### config.mk
export PLATFORM = sky130hd
export DESIGN_NAME = dds_channel_command_serializer_core
export DESIGN_NICKNAME = d
export VERILOG_FILES = /design/src/dcs_pkg.sv /design/src/dcs_front.sv /design/src/dcs_queue.sv /design/src/dcs_back.sv /design/src/dds_channel_command_serializer_core.sv
export SDC_FILE = /design/constraint.sdc
export NUM_CORES = 1
export LEC_CHECK = 0
export BUFFER_PORTS_ARGS = -buffer_cell sky130_fd_sc_hd__buf_2
export CELL_PAD_IN_SITES_DETAIL_PLACEMENT = 0
export CELL_PAD_IN_SITES_GLOBAL_PLACEMENT = 1
export CORE_ASPECT_RATIO = 0.8
export CORE_MARGIN = 2
export CORE_UTILIZATION = 35
export DETAILED_ROUTE_END_ITERATION = 8
export PLACE_DENSITY_LB_ADDON = 0.1
export SYNTH_ARGS = -nofsm -noshare
export SYNTH_HDL_FRONTEND = slang
export SYNTH_HIERARCHICAL = 1
export SYNTH_SLANG_ARGS = --single-unit
### constraint.sdc
create_clock -name clk -period 16.2 [get_ports clk]
set_input_delay 2.43 -clock clk [delete_from_list [all_inputs] [get_ports clk]]
set_output_delay 2.43 -clock clk [all_outputs]
set_load 0.1 [all_outputs]
### src/dcs_pkg.sv
// Shared types and constants for the DDS channel command serializer.
package dcs_pkg;

	localparam int unsigned REF_CLOCK_HZ_DEF = 500000000;
	localparam int unsigned QUEUE_DEPTH_DEF  = 2;

	localparam int VAL_W  = 28;
	localparam int REM_W  = 30;
	localparam int WORD_W = 32;
	localparam int IDX_W  = 3;
	localparam int OUT_W  = 16;
	localparam int IN_W   = 32;

	localparam logic [VAL_W-1:0] FREQ_MAX  = 28'd250000000;
	localparam logic [VAL_W-1:0] PHASE_MAX = 28'd16383;
	localparam logic [VAL_W-1:0] AMP_MAX   = 28'd1023;

	localparam logic [15:0] AMP_ENABLE = 16'h1000;
	localparam logic [7:0]  SEL_BASE   = 8'h10;
	localparam logic [7:0]  ADDR_CSEL  = 8'h00;
	localparam logic [7:0]  ADDR_FREQ  = 8'h04;
	localparam logic [7:0]  ADDR_PHASE = 8'h05;
	localparam logic [7:0]  ADDR_AMP   = 8'h06;

	// byte positions inside one command
	localparam logic [IDX_W-1:0] POS_CSEL_ADDR = 3'd0;
	localparam logic [IDX_W-1:0] POS_CSEL_DATA = 3'd1;
	localparam logic [IDX_W-1:0] POS_REG_ADDR  = 3'd2;
	localparam logic [IDX_W-1:0] POS_FREQ_END  = 3'd6;
	localparam logic [IDX_W-1:0] POS_PHASE_END = 3'd4;
	localparam logic [IDX_W-1:0] POS_AMP_END   = 3'd5;

	typedef enum logic [1:0] {
		OP_FREQ  = 2'd0,
		OP_PHASE = 2'd1,
		OP_AMP   = 2'd2
	} dcs_op_t;

	typedef enum logic [1:0] {
		BK_IDLE,
		BK_DIV,
		BK_SEND
	} dcs_bk_state_t;

	// classified command held in the queue
	typedef struct packed {
		dcs_op_t          op;
		logic [1:0]       ch;
		logic [VAL_W-1:0] val;   // already saturated
		logic             sat;   // tuning word saturates to all ones
	} dcs_cmd_t;

endpackage

### src/dcs_front.sv
// Front end: accepts commands, saturates values, drops unused operations.
module dcs_front #(
	parameter int unsigned REF_CLOCK_HZ = dcs_pkg::REF_CLOCK_HZ_DEF
) (
	input  logic                       s_tvalid,
	output logic                       s_tready,
	input  logic [dcs_pkg::IN_W-1:0]   s_tdata,
	input  logic [1:0]                 s_tuser,
	input  logic                       q_full,
	output logic                       q_push,
	output dcs_pkg::dcs_cmd_t          q_cmd
);

	localparam logic [dcs_pkg::REM_W-1:0] RefC = dcs_pkg::REM_W'(REF_CLOCK_HZ);

	dcs_pkg::dcs_op_t              op;
	logic [1:0]                    ch;
	logic [dcs_pkg::VAL_W-1:0]     val;
	logic [dcs_pkg::VAL_W-1:0]     val_sat;
	logic                          op_ok;

	assign op  = dcs_pkg::dcs_op_t'(s_tuser);
	assign ch  = s_tdata[1:0];
	assign val = s_tdata[dcs_pkg::VAL_W+1:2];

	always_comb begin
		val_sat = val;
		op_ok   = 1'b1;
		case (op)
			dcs_pkg::OP_FREQ: begin
				if (val > dcs_pkg::FREQ_MAX) val_sat = dcs_pkg::FREQ_MAX;
			end
			dcs_pkg::OP_PHASE: begin
				if (val > dcs_pkg::PHASE_MAX) val_sat = dcs_pkg::PHASE_MAX;
			end
			dcs_pkg::OP_AMP: begin
				if (val > dcs_pkg::AMP_MAX) val_sat = dcs_pkg::AMP_MAX;
			end
			default: op_ok = 1'b0;
		endcase
	end

	assign s_tready  = !q_full;
	// unused operation codes are taken and dropped
	assign q_push    = s_tvalid && !q_full && op_ok;
	assign q_cmd.op  = op;
	assign q_cmd.ch  = ch;
	assign q_cmd.val = val_sat;
	// f >= ref clock gives a word of 2^32 or more
	assign q_cmd.sat = ({2'b00, val_sat} >= RefC);

endmodule

### src/dcs_queue.sv
// Small command queue between front end and byte sequencer.
module dcs_queue #(
	parameter int unsigned DEPTH = dcs_pkg::QUEUE_DEPTH_DEF
) (
	input  logic              clk,
	input  logic              arst_n,
	input  logic              push,
	input  dcs_pkg::dcs_cmd_t push_cmd,
	output logic              full,
	input  logic              pop,
	output logic              not_empty,
	output dcs_pkg::dcs_cmd_t head
);

	localparam int PtrW = (DEPTH > 1) ? $clog2(DEPTH) : 1;
	localparam int CntW = $clog2(DEPTH + 1);
	localparam logic [PtrW-1:0] LastPtr = PtrW'(DEPTH - 1);
	localparam logic [CntW-1:0] FullCnt = CntW'(DEPTH);

	dcs_pkg::dcs_cmd_t entry_q [DEPTH];
	logic [PtrW-1:0]   wr_ptr_q;
	logic [PtrW-1:0]   rd_ptr_q;
	logic [CntW-1:0]   count_q;
	logic              do_push;
	logic              do_pop;

	assign full      = (count_q == FullCnt);
	assign not_empty = (count_q != '0);
	assign head      = entry_q[rd_ptr_q];
	assign do_push   = push && !full;
	assign do_pop    = pop && not_empty;

	always_ff @(posedge clk) begin
		if (do_push) entry_q[wr_ptr_q] <= push_cmd;
	end

	always_ff @(posedge clk or negedge arst_n) begin
		if (!arst_n) begin
			wr_ptr_q <= '0;
			rd_ptr_q <= '0;
			count_q  <= '0;
		end else begin
			if (do_push) wr_ptr_q <= (wr_ptr_q == LastPtr) ? '0 : wr_ptr_q + 1'b1;
			if (do_pop)  rd_ptr_q <= (rd_ptr_q == LastPtr) ? '0 : rd_ptr_q + 1'b1;
			case ({do_push, do_pop})
				2'b10:   count_q <= count_q + 1'b1;
				2'b01:   count_q <= count_q - 1'b1;
				default: count_q <= count_q;
			endcase
		end
	end

	a_no_overflow: assert property (@(posedge clk) disable iff (!arst_n)
		push |-> !full || (count_q == FullCnt && !do_push))
		else $error("queue push while full");
	a_no_underflow: assert property (@(posedge clk) disable iff (!arst_n)
		pop |-> not_empty)
		else $error("queue pop while empty");
	a_count_step: assert property (@(posedge clk) disable iff (!arst_n)
		(do_push && !do_pop) |=> count_q == $past(count_q) + 1'b1)
		else $error("queue count did not advance on push");

endmodule

### src/dcs_back.sv
// Back end: tuning word unit and byte sequencer with output register.
module dcs_back #(
	parameter int unsigned REF_CLOCK_HZ = dcs_pkg::REF_CLOCK_HZ_DEF
) (
	input  logic                        clk,
	input  logic                        arst_n,
	input  logic                        q_not_empty,
	input  dcs_pkg::dcs_cmd_t           q_head,
	output logic                        q_pop,
	output logic                        m_tvalid,
	input  logic                        m_tready,
	output logic [dcs_pkg::OUT_W-1:0]   m_tdata,
	output logic                        m_tlast
);

	localparam logic [dcs_pkg::REM_W-1:0] RefC = dcs_pkg::REM_W'(REF_CLOCK_HZ);
	// reciprocal floor(2^60 / ref clock), split for two narrow multipliers
	localparam logic [63:0] RecipK  = (64'd1 << 60) / 64'(REF_CLOCK_HZ);
	localparam logic [20:0] RecipLo = RecipK[20:0];
	localparam logic [19:0] RecipHi = RecipK[40:21];

	dcs_pkg::dcs_bk_state_t          state_q, state_d;
	dcs_pkg::dcs_op_t                op_q;
	logic [1:0]                      ch_q;
	logic [dcs_pkg::WORD_W-1:0]      payload_q;
	logic [dcs_pkg::VAL_W-1:0]       f_q;
	logic [48:0]                     prod_lo_q;
	logic [47:0]                     prod_hi_q;
	logic [dcs_pkg::WORD_W-1:0]      quot_q;
	logic [30:0]                     rprod_q;
	logic [1:0]                      div_cnt_q;
	logic [dcs_pkg::IDX_W-1:0]       idx_q;
	logic                            m_valid_q;
	logic [dcs_pkg::OUT_W-1:0]       m_data_q;
	logic                            m_last_q;

	logic                            load;
	logic                            start_div;
	logic [59:0]                     prod_sum;
	logic [30:0]                     rem_v;
	logic                            rem_ge;
	logic [dcs_pkg::IDX_W-1:0]       end_pos;
	logic [7:0]                      byte_v;
	logic                            fs_v;
	logic                            fe_v;
	logic                            upd_v;
	logic                            last_v;

	assign start_div = (q_head.op == dcs_pkg::OP_FREQ) && !q_head.sat;

	// next state
	always_comb begin
		state_d = state_q;
		case (state_q)
			dcs_pkg::BK_IDLE: begin
				if (q_not_empty) state_d = start_div ? dcs_pkg::BK_DIV : dcs_pkg::BK_SEND;
			end
			dcs_pkg::BK_DIV: begin
				if (div_cnt_q == '0) state_d = dcs_pkg::BK_SEND;
			end
			dcs_pkg::BK_SEND: begin
				if (load && last_v) state_d = dcs_pkg::BK_IDLE;
			end
			default: state_d = dcs_pkg::BK_IDLE;
		endcase
	end

	// state outputs
	always_comb begin
		q_pop = 1'b0;
		load  = 1'b0;
		case (state_q)
			dcs_pkg::BK_IDLE: q_pop = q_not_empty;
			dcs_pkg::BK_SEND: load  = !m_valid_q || m_tready;
			default: begin
				q_pop = 1'b0;
				load  = 1'b0;
			end
		endcase
	end

	// estimate (f * K) >> 28 is the word or one below it; f < ref clock keeps the
	// product under 2^60 and the remainder f * 2^32 - q * ref under 2^31
	assign prod_sum = {prod_hi_q[38:0], 21'd0} + {11'd0, prod_lo_q};
	assign rem_v    = 31'd0 - rprod_q;
	assign rem_ge   = (rem_v >= {1'b0, RefC});

	always_comb begin
		case (op_q)
			dcs_pkg::OP_FREQ:  end_pos = dcs_pkg::POS_FREQ_END;
			dcs_pkg::OP_PHASE: end_pos = dcs_pkg::POS_PHASE_END;
			default:           end_pos = dcs_pkg::POS_AMP_END;
		endcase
	end

	always_comb begin
		fs_v   = 1'b0;
		fe_v   = 1'b0;
		case (idx_q)
			dcs_pkg::POS_CSEL_ADDR: begin
				byte_v = dcs_pkg::ADDR_CSEL;
				fs_v   = 1'b1;
			end
			dcs_pkg::POS_CSEL_DATA: begin
				byte_v = 8'(dcs_pkg::SEL_BASE << ch_q);
				fe_v   = 1'b1;
			end
			dcs_pkg::POS_REG_ADDR: begin
				fs_v = 1'b1;
				case (op_q)
					dcs_pkg::OP_FREQ:  byte_v = dcs_pkg::ADDR_FREQ;
					dcs_pkg::OP_PHASE: byte_v = dcs_pkg::ADDR_PHASE;
					default:           byte_v = dcs_pkg::ADDR_AMP;
				endcase
			end
			default: begin
				byte_v = payload_q[dcs_pkg::WORD_W-1 -: 8];
				fe_v   = (idx_q == end_pos);
			end
		endcase
		last_v = (idx_q == end_pos);
		upd_v  = fe_v && (op_q != dcs_pkg::OP_PHASE);
	end

	always_ff @(posedge clk or negedge arst_n) begin
		if (!arst_n) begin
			state_q   <= dcs_pkg::BK_IDLE;
			m_valid_q <= 1'b0;
		end else begin
			state_q <= state_d;
			if (load)          m_valid_q <= 1'b1;
			else if (m_tready) m_valid_q <= 1'b0;
		end
	end

	always_ff @(posedge clk) begin
		if (q_pop) begin
			op_q      <= q_head.op;
			ch_q      <= q_head.ch;
			idx_q     <= '0;
			f_q       <= q_head.val;
			div_cnt_q <= 2'd3;
			case (q_head.op)
				dcs_pkg::OP_FREQ:  payload_q <= q_head.sat ? '1 : '0;
				dcs_pkg::OP_PHASE: payload_q <= {q_head.val[15:0], 16'h0000};
				default: payload_q <= {8'h00, dcs_pkg::AMP_ENABLE | q_head.val[15:0], 8'h00};
			endcase
		end else if (state_q == dcs_pkg::BK_DIV) begin
			div_cnt_q <= div_cnt_q - 1'b1;
			case (div_cnt_q)
				2'd3: begin
					prod_lo_q <= {21'd0, f_q} * {28'd0, RecipLo};
					prod_hi_q <= {20'd0, f_q} * {28'd0, RecipHi};
				end
				2'd2:    quot_q    <= prod_sum[59:28];
				2'd1:    rprod_q   <= quot_q[30:0] * {1'b0, RefC};
				default: payload_q <= quot_q + {31'd0, rem_ge};
			endcase
		end else if (load) begin
			idx_q    <= idx_q + 1'b1;
			m_data_q <= {5'b00000, upd_v, fe_v, fs_v, byte_v};
			m_last_q <= last_v;
			if (idx_q > dcs_pkg::POS_REG_ADDR) payload_q <= {payload_q[dcs_pkg::WORD_W-9:0], 8'h00};
		end
	end

	assign m_tvalid = m_valid_q;
	assign m_tdata  = m_data_q;
	assign m_tlast  = m_last_q;

	a_last_ends_frame: assert property (@(posedge clk) disable iff (!arst_n)
		(m_tvalid && m_tlast) |-> m_tdata[9])
		else $error("last byte does not close a frame");
	a_upd_on_end: assert property (@(posedge clk) disable iff (!arst_n)
		(m_tvalid && m_tdata[10]) |-> m_tdata[9])
		else $error("update request off a frame end");
	a_div_freq_only: assert property (@(posedge clk) disable iff (!arst_n)
		(state_q == dcs_pkg::BK_DIV) |-> (op_q == dcs_pkg::OP_FREQ))
		else $error("divider running for a non-frequency request");
	a_no_pop_busy: assert property (@(posedge clk) disable iff (!arst_n)
		(state_q == dcs_pkg::BK_SEND && load && !last_v) |=> state_q == dcs_pkg::BK_SEND)
		else $error("sequencer left a command early");

endmodule

### src/dds_channel_command_serializer_core.sv
// Top level of the DDS channel command serializer.
// Each request (operation in s_tuser, channel and value in s_tdata) becomes two register-write
// frames for a four-channel DDS serial port, one output byte per transfer, MSB first on the wire.
// Frequency requests are dequeued, pass the tuning-word unit (reciprocal multiply plus one
// correction step, skipped when the word saturates) and then send seven bytes. Phase requests
// send five bytes, amplitude requests six. Bytes wait while the output is held off; a two-entry
// queue lets new requests be taken while the back end is still busy.
// Unused operation code 3 is accepted and produces no bytes.
module dds_channel_command_serializer_core #(
	parameter int unsigned REF_CLOCK_HZ = dcs_pkg::REF_CLOCK_HZ_DEF,
	parameter int unsigned QUEUE_DEPTH  = dcs_pkg::QUEUE_DEPTH_DEF
) (
	input  logic                       clk,
	input  logic                       arst_n,
	input  logic                       s_tvalid,
	output logic                       s_tready,
	input  logic [dcs_pkg::IN_W-1:0]   s_tdata,   // channel[1:0], value[29:2], zeros
	input  logic [1:0]                 s_tuser,   // operation[1:0]
	output logic                       m_tvalid,
	input  logic                       m_tready,
	output logic [dcs_pkg::OUT_W-1:0]  m_tdata,   // data_byte[7:0], frame_start[8],
	                                              // frame_end[9], update_after[10], zeros
	output logic                       m_tlast    // last
);

	logic              q_push;
	logic              q_full;
	logic              q_pop;
	logic              q_not_empty;
	dcs_pkg::dcs_cmd_t q_in;
	dcs_pkg::dcs_cmd_t q_head;

	dcs_front #(.REF_CLOCK_HZ(REF_CLOCK_HZ)) u_front (
		.s_tvalid (s_tvalid),
		.s_tready (s_tready),
		.s_tdata  (s_tdata),
		.s_tuser  (s_tuser),
		.q_full   (q_full),
		.q_push   (q_push),
		.q_cmd    (q_in)
	);

	dcs_queue #(.DEPTH(QUEUE_DEPTH)) u_queue (
		.clk       (clk),
		.arst_n    (arst_n),
		.push      (q_push),
		.push_cmd  (q_in),
		.full      (q_full),
		.pop       (q_pop),
		.not_empty (q_not_empty),
		.head      (q_head)
	);

	dcs_back #(.REF_CLOCK_HZ(REF_CLOCK_HZ)) u_back (
		.clk         (clk),
		.arst_n      (arst_n),
		.q_not_empty (q_not_empty),
		.q_head      (q_head),
		.q_pop       (q_pop),
		.m_tvalid    (m_tvalid),
		.m_tready    (m_tready),
		.m_tdata     (m_tdata),
		.m_tlast     (m_tlast)
	);

endmodule

---- Yosys cells after proc, flatten, opt, wreduce, memory -nomap -nowiden ----
Memory sizes are Yosys's and may differ from the RTL's.
Cells that the tools add are included.
storage, ports and cells
  register bits after elaboration ......... 231
  RAM bits ................................ 64
  input bits .............................. 38
  word-level logic and storage cells ...... 121
  memories ................................ 1
cells by class
  add/subtract/negate cells ............... 9
  $mul .................................... 3
  order comparisons ....................... 5
  equality and inequality tests ........... 20
  shifts and indexed selects .............. 1
  muxes and demuxes ....................... 31
  bitwise gates (word level) .............. 2
  reduce and logical (&&, ||, !) cells .... 32
memories
  name             words  bits a word  rd ports  clocked after Yosys merged registers in  write ports  line             source
  u_queue.entry_q  2      32           1         0                                        1            dcs_queue.sv:20  dcs_pkg::dcs_cmd_t entry_q [DEPTH];
operator list
  cell                    number
  $mux 32                 6
  $mux 28                 3
  $pmux 28 s3             1
  $pmux 32 s2             1
  $add 60x49->60          1
  $mul 28x21->49 const B  1
  $mul 28x11->39 const B  1
  $add 32x1->32           1
  $ge 31x29->1 const B    1
  $mul 31x21->23 const B  1
  $sub 1x31->31 const A   1
  $gt 28x10->1 const B    1
  $gt 28x14->1 const B    1
  $gt 28x28->1 const B    1
  $pmux 8 s3              1
  $reduce_and 3->1        6
  $eq 2x1->1 const B      6
  $eq 2x2->1 const B      6
  $pmux 2 s2              3
  $logic_not 2->1         5
  $mux 1                  10
  $mux 2                  4
  $ne 2x1->1 const B      4
  $shl 5x2->8 const A     1
  other kinds (22)        36

---- Logic depth before layout (Yosys ltp) ----
Gate-level depths: netlist of the first run.
  depth in word-level cells ............... 7
  gate-level depth with buffers ........... 23

---- Hierarchy ----
The synthesis of the first run kept the hierarchy.
modules (own cells, without submodules)
  module     times used  cells an instance  area an instance (um2)
  dcs_back   1           2369               25745.9
  dcs_queue  1           121                2597.5
  dcs_front  1           91                 594.3

---- Least setup slack after synthesis of the first run ----
No wires, ideal clock.
  kind .................................... register to register
  start point ............................. register u_back/f_q[12] in the netlist's numbering
  end point ............................... register u_back.prod_lo_q[34], data pin
  library setup time ...................... 0.260 ns
  arrival time ............................ 6.516 ns
  required time ........................... 15.940 ns
  path slack .............................. 9.424 ns
  stages on the path, launching flop included .. 20
  buffers on the path ..................... 0
  period minus slack after synthesis ...... 6.776 ns
  path through ............................ edfxtp_1 inv_1 fa_1 fa_1 fa_1 fa_1 inv_1 fa_1 fa_1 ha_1 ha_1 a211o_1 or3_1 or4_4 a31o_1 and2_4 a41o_1 o41ai_4 o21bai_2 xor2_1
on the way
  word-level cells in the longest chain between the ends .. 1
RTL lines
  item                    line             source
  start, declared         dcs_back.sv:26   logic [dcs_pkg::VAL_W-1:0] f_q;
  start signal, assigned  dcs_back.sv:141  f_q <= q_head.val;
  $mul 28x21->49          dcs_back.sv:152  prod_lo_q <= {21'd0, f_q} * {28'd0, RecipLo};
  end signal, assigned    dcs_back.sv:152
  end, declared           dcs_back.sv:27   logic [48:0] prod_lo_q;
Every way passes these cells.
A chain may end at the register's enable or synchronous reset.

---- Worst setup path after layout of the first run ----
  start point ............................. register u_back/f_q[10] in the netlist's numbering
  end point ............................... register u_back.prod_lo_q[35], data pin
The elaborated chain is that of the path after synthesis.

==> impl_metrics.py, run 1 <==
metrics = {
    "grt": {
        "grt-busiest-layer": "met1",
        "use_met1_pct": 27.2,
        "use_met2_pct": 25.9,
        "grt_max_degree": 68,
        "overflow": 0,
        "antenna_found_initial": 1,
        "grt_pass1_vias": 18900,
        "grt_pass1_wl_um": 113000,
        "grtUsageMet3_pct": 1.82,
        "gr-usage-all-layers_pct": 17.3,
    },
    "worst_setup_path": {
        "crit_type": "flip-flop to flip-flop",
        "r2r-start": "u_back/f_q[10]",
        "path_delay_family": "adder cells",
        "rrSetupSlack_ps": 8430,
        "slowest_delay_ps": 820,
        "path_common_cell": "fa_1",
        "rr_worst_depth": 19,
        "arrival_ps": 8130,
        "r2r-end": "u_back/prod_lo_q[35]",
        "cp-end-kind": "flip-flop",
        "critPathMaxFanout": 9,
        "cp-start-kind": "flip-flop",
        "slowest_stage": "edfxtp_1",
        "path_buf_inv": 2,
        "path_cells": "inv_1 -> fa_1 -> fa_1 -> fa_1 -> fa_1 -> inv_1 -> fa_1 -> fa_1 -> ha_1 -> ha_1 -> a211o_1 -> or3_1 -> or4_4 -> a31o_1 -> and2_4 -> a41o_1 -> o41ai_4 -> nand3_1 -> o311ai_1",
        "cp.required_ps": 16560,
    },
    "layout": {
        "fin_util_pct": 38.6,
        "drive_gt1_share_pct": 6.75,
        "syn_to_final_growth_pct": 9.45,
        "final_nets": 3497,
        "final_cell_mix": "inv_1 (527), ha_1 (481), fa_1 (321)",
        "final_common_cell": "inv_1",
    },
    "timing": {
        "rsz0062_at_grt": "no",
        "worst_slew_pin_slew_ps": 1140,
        "finalSetupViolations": 0,
        "hold_violations": 0,
        "tns_ps": 0,
        "slew_viol_final": 0,
        "relSlewSlack_pct": 23.9,
        "finClkSkew_ps": 53.7,
        "fmax_mhz": 129,
        "post-route-period-util_pct": 48.0,
        "finalCriticalPeriod_ps": 7770,
    },
    "clocking": {
        "cts_tree": "built",
        "cts.htree.levels": 1,
        "cts_resized": 0,
        "holdBufCountCts": 0,
        "post_cts_buffers": 0,
        "insertion_delay_ps": 630,
        "clkTransAtPathRegs_ps": 60,
        "cts_buffer_depth": 3,
        "cts_sinks": 276,
        "cts_root_buf": "clkbuf_16",
        "cts_buffers": 31,
    },
    "route": {
        "ant_nets": 0,
        "viasPerCell": 4.80,
        "first_pass_iters": 5,
        "routed_wl_um": 72300,
        "post-route-drc-count": 0,
        "drt-initial-drc-count": 1002,
        "vias": 18200,
        "wire_per_inst_um": 19.1,
    },
    "synth": {
        "synth-edff-count": 264,
        "syn_inst": 2581,
        "netlist_area_mm2": 0.0289,
        "syn-mean-instance-area_um2": 11.2,
        "ys_warn_count": 6,
        "ys.flop_type": "edfxtp_1",
        "synth_seq_cells": 276,
        "yosysSeqAreaShare_pct": 28.3,
        "async_flop_share_pct": 2.54,
        "synth_cell_types": 81,
    },
    "die": {
        "dieArea_mm2": 0.0850,
        "placement_rows": 94,
        "ios": 57,
        "die_x_um": 325,
        "core_mm2": 0.0821,
        "start_util_pct": 35.2,
        "chipHeight_um": 261,
    },
    "hold_path": {
        "worst_hold_path.num_cells": 1,
        "holdPathEnd": "u_back/state_q[0]",
        "hold_path.class": "flip-flop to flip-flop",
        "min-delay-start": "u_back/state_q[1]",
    },
    "flow_run": {
        "maxCapViolCount": 0,
    },
    "status": {
        "status": "finished clean",
    },
    "placed_design": {
        "io_buffer_count": 49,
        "gp_congestion": 0.832,
        "dp_hpwl_um": 58900,
    },
}
how the worst max path moves through the flow:
stage	from	to	cells after the start
after floorplan	u_back/f_q[12]	u_back/prod_lo_q[34]	19
after global placement	u_back/f_q[10]	u_back/prod_lo_q[34]	19
after detailed placement	u_back/f_q[8]	u_back/prod_lo_q[35]	19
after CTS	u_back/f_q[10]	u_back/prod_lo_q[34]	19
after global routing	u_back/f_q[10]	u_back/prod_lo_q[34]	19
final	u_back/f_q[10]	u_back/prod_lo_q[35]	19
per-stage QoR:
step	hold slack [ps]	instances	setup slack (ps)	area (um2)
2_1_floorplan	425	2585	9420	29000
3_3_place_gp	447	3728	8400	30600
3_5_place_dp	466	3728	8360	30600
4_1_cts	475	3786	8380	31700
5_1_grt	498	3786	8060	31700
6_report	479	3787	8430	31700
cells in the mapped netlist (20+ instances only):
library cell / n / share of area [%]
a22oi_1: 22 / 0.57
xnor2_1: 111 / 3.4
a21o_1: 37 / 0.96
nor2b_1: 20 / 0.43
nand3_1: 43 / 0.74
fa_1: 321 / 22
nand2_1: 84 / 1.1
o21ai_0: 66 / 1.1
o21a_1: 29 / 0.75
mux2_2: 33 / 1.3
ha_1: 481 / 21
a21oi_1: 79 / 1.4
nor2_1: 104 / 1.3
xor2_1: 46 / 1.4
nor3_1: 28 / 0.48
o211ai_1: 20 / 0.52
inv_1: 528 / 6.8
edfxtp_1: 264 / 27
sequential cells by signal (all words and copies together), names as in the netlist:
| name | cells |
|---|---|
| u_back/prod_hi_q | 38 |
| u_back/quot_q | 32 |
| u_back/f_q | 28 |
| u_queue/entry_q | 66 |
| u_back/prod_lo_q | 29 |
| u_back/op_q | 2 |
| u_back/state_q | 2 |
| u_back/m_tlast | 1 |
| u_queue/count_q | 2 |
| u_queue/wr_ptr_q | 1 |
| u_back/ch_q | 2 |
| u_back/m_tvalid | 1 |
| u_back/idx_q | 3 |
| u_back/m_tdata | 11 |
| u_back/rprod_q | 23 |
| u_queue/rd_ptr_q | 1 |
| u_back/div_cnt_q | 2 |
| u_back/payload_q | 32 |
cell families after synthesis:
logic type,after synthesis,synth area share [%]
adders and majority gates,802,43.0
buffers and inverters,565,7.65
and+or+nand+nor,394,6.75
AOI/OAI and AO/OA,350,8.12
DFF,276,28.3
xor gates and xnor gates,157,4.75
muxes,35,1.35
other,2,0.0260
routing by layer:
| layer | share of wire [%] | wire (um) | vias to the layer above |
|---|---|---|---|
| li1 | - | - | 8865 |
| met1 | 54 | 38800 | 8999 |
| met2 | 42 | 30200 | 255 |
| met3 | 3.2 | 2330 | 55 |
| met4 | 1.3 | 953 | 0 |
| met5 | 0 | 0 | - |
final cells by class:
type                            instances  area [um2]
Multi-Input combinational cell       1744       18600
Fill cell                            8146       50400
Timing Repair Buffer                   76         448
Antenna cell                            1        2.50
Tap cell                             1104        1380
Sequential cell                       276        8200
Clock buffer                           37         798
Clock inverter                         21         298
Inverter                              528        1980
worst reg2reg max path: cells and delay by family (launching register included):
family	cells	cell delay [ps]
flops	1	820
buf+inv	2	420
simple gates	4	1110
fa+ha+maj	8	3770
compound gates	5	1370
Power of run 1 is not shown: default switching activity piles up to over one toggle a cycle in this logic, so the estimate is an artifact.
==> inputs of run 2 (changes only) <==
clock period = 7 ns   (was 16.2 ns; I/O delays follow)
==> run 2 against run 1 <==
Compared with the run above:
- flip-flop and latch count did not move
- fmax rose by 15%
- clock skew fell by 17 ps
- critical endpoint is now u_back/prod_lo_q[34]
- worst hold slack got worse by 170 ps
- setup slack got worse by 8200 ps
- register-to-register slack got worse by 8200 ps
- largest cell class unchanged
- non-clock buffer count rose by 38
- die area did not move
- wire length rose by 3.9%
- utilization rose by 0.50 points
==> impl_metrics.py, run 2 (synthesis gave the netlist of run 1 again) <==
metrics = {
    "status": {
        "status": "finished clean",
    },
    "worst_setup_path": {
        "cp-start-kind": "flip-flop",
        "critPathMaxFanout": 4,
        "r2r-start": "u_back/f_q[13]",
        "crit_type": "flip-flop to flip-flop",
        "slowest_stage": "fa_1",
        "path_cells": "buf_4 -> ha_1 -> inv_1 -> fa_1 -> fa_1 -> fa_1 -> inv_1 -> fa_1 -> fa_1 -> ha_1 -> ha_1 -> a211o_1 -> or3_1 -> or4_4 -> a31o_4 -> and2_4 -> a41o_1 -> o41ai_4 -> o21bai_2 -> xor2_1",
        "cp.required_ps": 7290,
        "startpoint": "u_back/f_q[13]",
        "arrival_ps": 7030,
        "path_buf_inv": 3,
        "path_delay_family": "adder cells",
        "cp-end-kind": "flip-flop",
        "path_common_cell": "fa_1",
        "slowest_delay_ps": 560,
    },
    "layout": {
        "final_common_cell": "inv_1",
        "syn_to_final_growth_pct": 10.9,
        "final_nets": 3539,
        "top_regs": "u_queue/entry_q x66, u_back/prod_hi_q x38",
        "diodes": 0,
        "top_register": "u_queue/entry_q",
        "largest_reg_flops": 66,
        "final_cell_mix": "inv_1 (515), ha_1 (481), fa_1 (319)",
        "drive_gt1_share_pct": 8.95,
    },
    "route": {
        "vias": 18500,
        "ant_nets": 0,
        "post-route-drc-count": 0,
        "routed_wl_um": 75100,
        "viasPerCell": 4.83,
        "wire_per_inst_um": 19.6,
        "first_pass_iters": 5,
        "drt-initial-drc-count": 1077,
    },
    "die": {
        "placement_rows": 94,
        "die_x_um": 325,
        "ios": 57,
        "start_util_pct": 35.2,
        "dieArea_mm2": 0.0850,
        "core_mm2": 0.0821,
        "chipHeight_um": 261,
    },
    "timing": {
        "rsz0062_at_grt": "no",
        "finClkSkew_ps": 36.2,
        "hold_violations": 0,
        "finalCriticalPeriod_ps": 6740,
        "slew_viol_final": 0,
        "fmax_mhz": 148,
        "finalSetupViolations": 0,
        "post-route-period-util_pct": 96.3,
        "relSlewSlack_pct": 27.1,
        "worst_slew_pin_slew_ps": 1090,
        "fin_ws_ps": 260,
        "tns_ps": 0,
    },
    "clocking": {
        "cts_tree": "built",
        "cts_buffer_depth": 3,
        "holdBufCountCts": 0,
        "cts_root_buf": "clkbuf_16",
        "cts_buffers": 35,
        "insertion_delay_ps": 580,
        "cts_sinks": 276,
        "cts.htree.levels": 2,
        "clkTransAtPathRegs_ps": 60,
    },
    "grt": {
        "grt_pass1_vias": 19200,
        "gr-usage-all-layers_pct": 18.1,
        "overflow": 0,
        "antenna_found_initial": 9,
        "grt_pass1_wl_um": 116000,
        "grt_max_degree": 68,
    },
    "placed_design": {
        "dp_hpwl_um": 62500,
        "gp_congestion": 0.841,
        "pre_cts_ws_ps": 32.9,
        "io_buffer_count": 49,
    },
    "flow_run": {
        "maxCapViolCount": 0,
    },
    "hold_path": {
        "hold_path.class": "input pin to async pin",
    },
}
==> run 2: cell types whose count changed in the layout (fill, tap and decap cells not counted), moves of 3 or more <==
cell / previous run / this run
inv_2: 1 / 11
clkbuf_16: 31 / 35
buf_4: 27 / 65
inv_1: 527 / 515
clkinv_2: 2 / 5
==> run 2: area by class of cell <==
cell class	instances	area [um2]
Timing Repair Buffer	114	733
Fill cell	8060	50000
Tap cell	1104	1380
Clock inverter	24	299
Multi-Input combinational cell	1744	18600
Clock buffer	40	895
Sequential cell	276	8200
Inverter	528	1990
==> run 2: final timing paths <==
path	cells past startpoint	end	slack [ps]
setup / recovery	20	u_back/prod_lo_q[34]	260
hold / removal	1	u_queue/count_q[0]	310
setup reg to reg	20	u_back/prod_lo_q[34]	260
hold reg to reg	1	u_back/state_q[0]	480
max in group asynchronous	1	u_back/state_q[0]	6530
min in group clk	1	u_back/state_q[0]	480
==> run 2: metal layers <==
layer	vias up	global-route usage (%)	share of wire [%]
met4	0	2.93	1.1
met2	273	27.2	43
li1	8953	-	-
met5	-	0	0
met1	9236	28.0	52
met3	46	2.23	4.0
==> run 2: repair_timing <==
| item | 4_1_cts | 5_1_grt |
|---|---|---|
| endpoints found under the setup margin | 0 | 12 |
| setup buffers | 0 | 4 |
| hold endpoints to repair | 0 | 0 |
| resized for setup | 0 | 19 |
==> run 2: stage by stage <==
stage                     util (%)  instances  instance area [um2]  hold WS [ps]
after detailed placement      37.6       3762                30800           464
after global routing          39.1       3830                32100           296
final                         39.1       3830                32100           306
after CTS                     39.0       3826                32000           281
after global placement        37.6       3762                30800           448
after floorplan                  -       2585                29000           425
Power of run 2 is left out for the same reason.
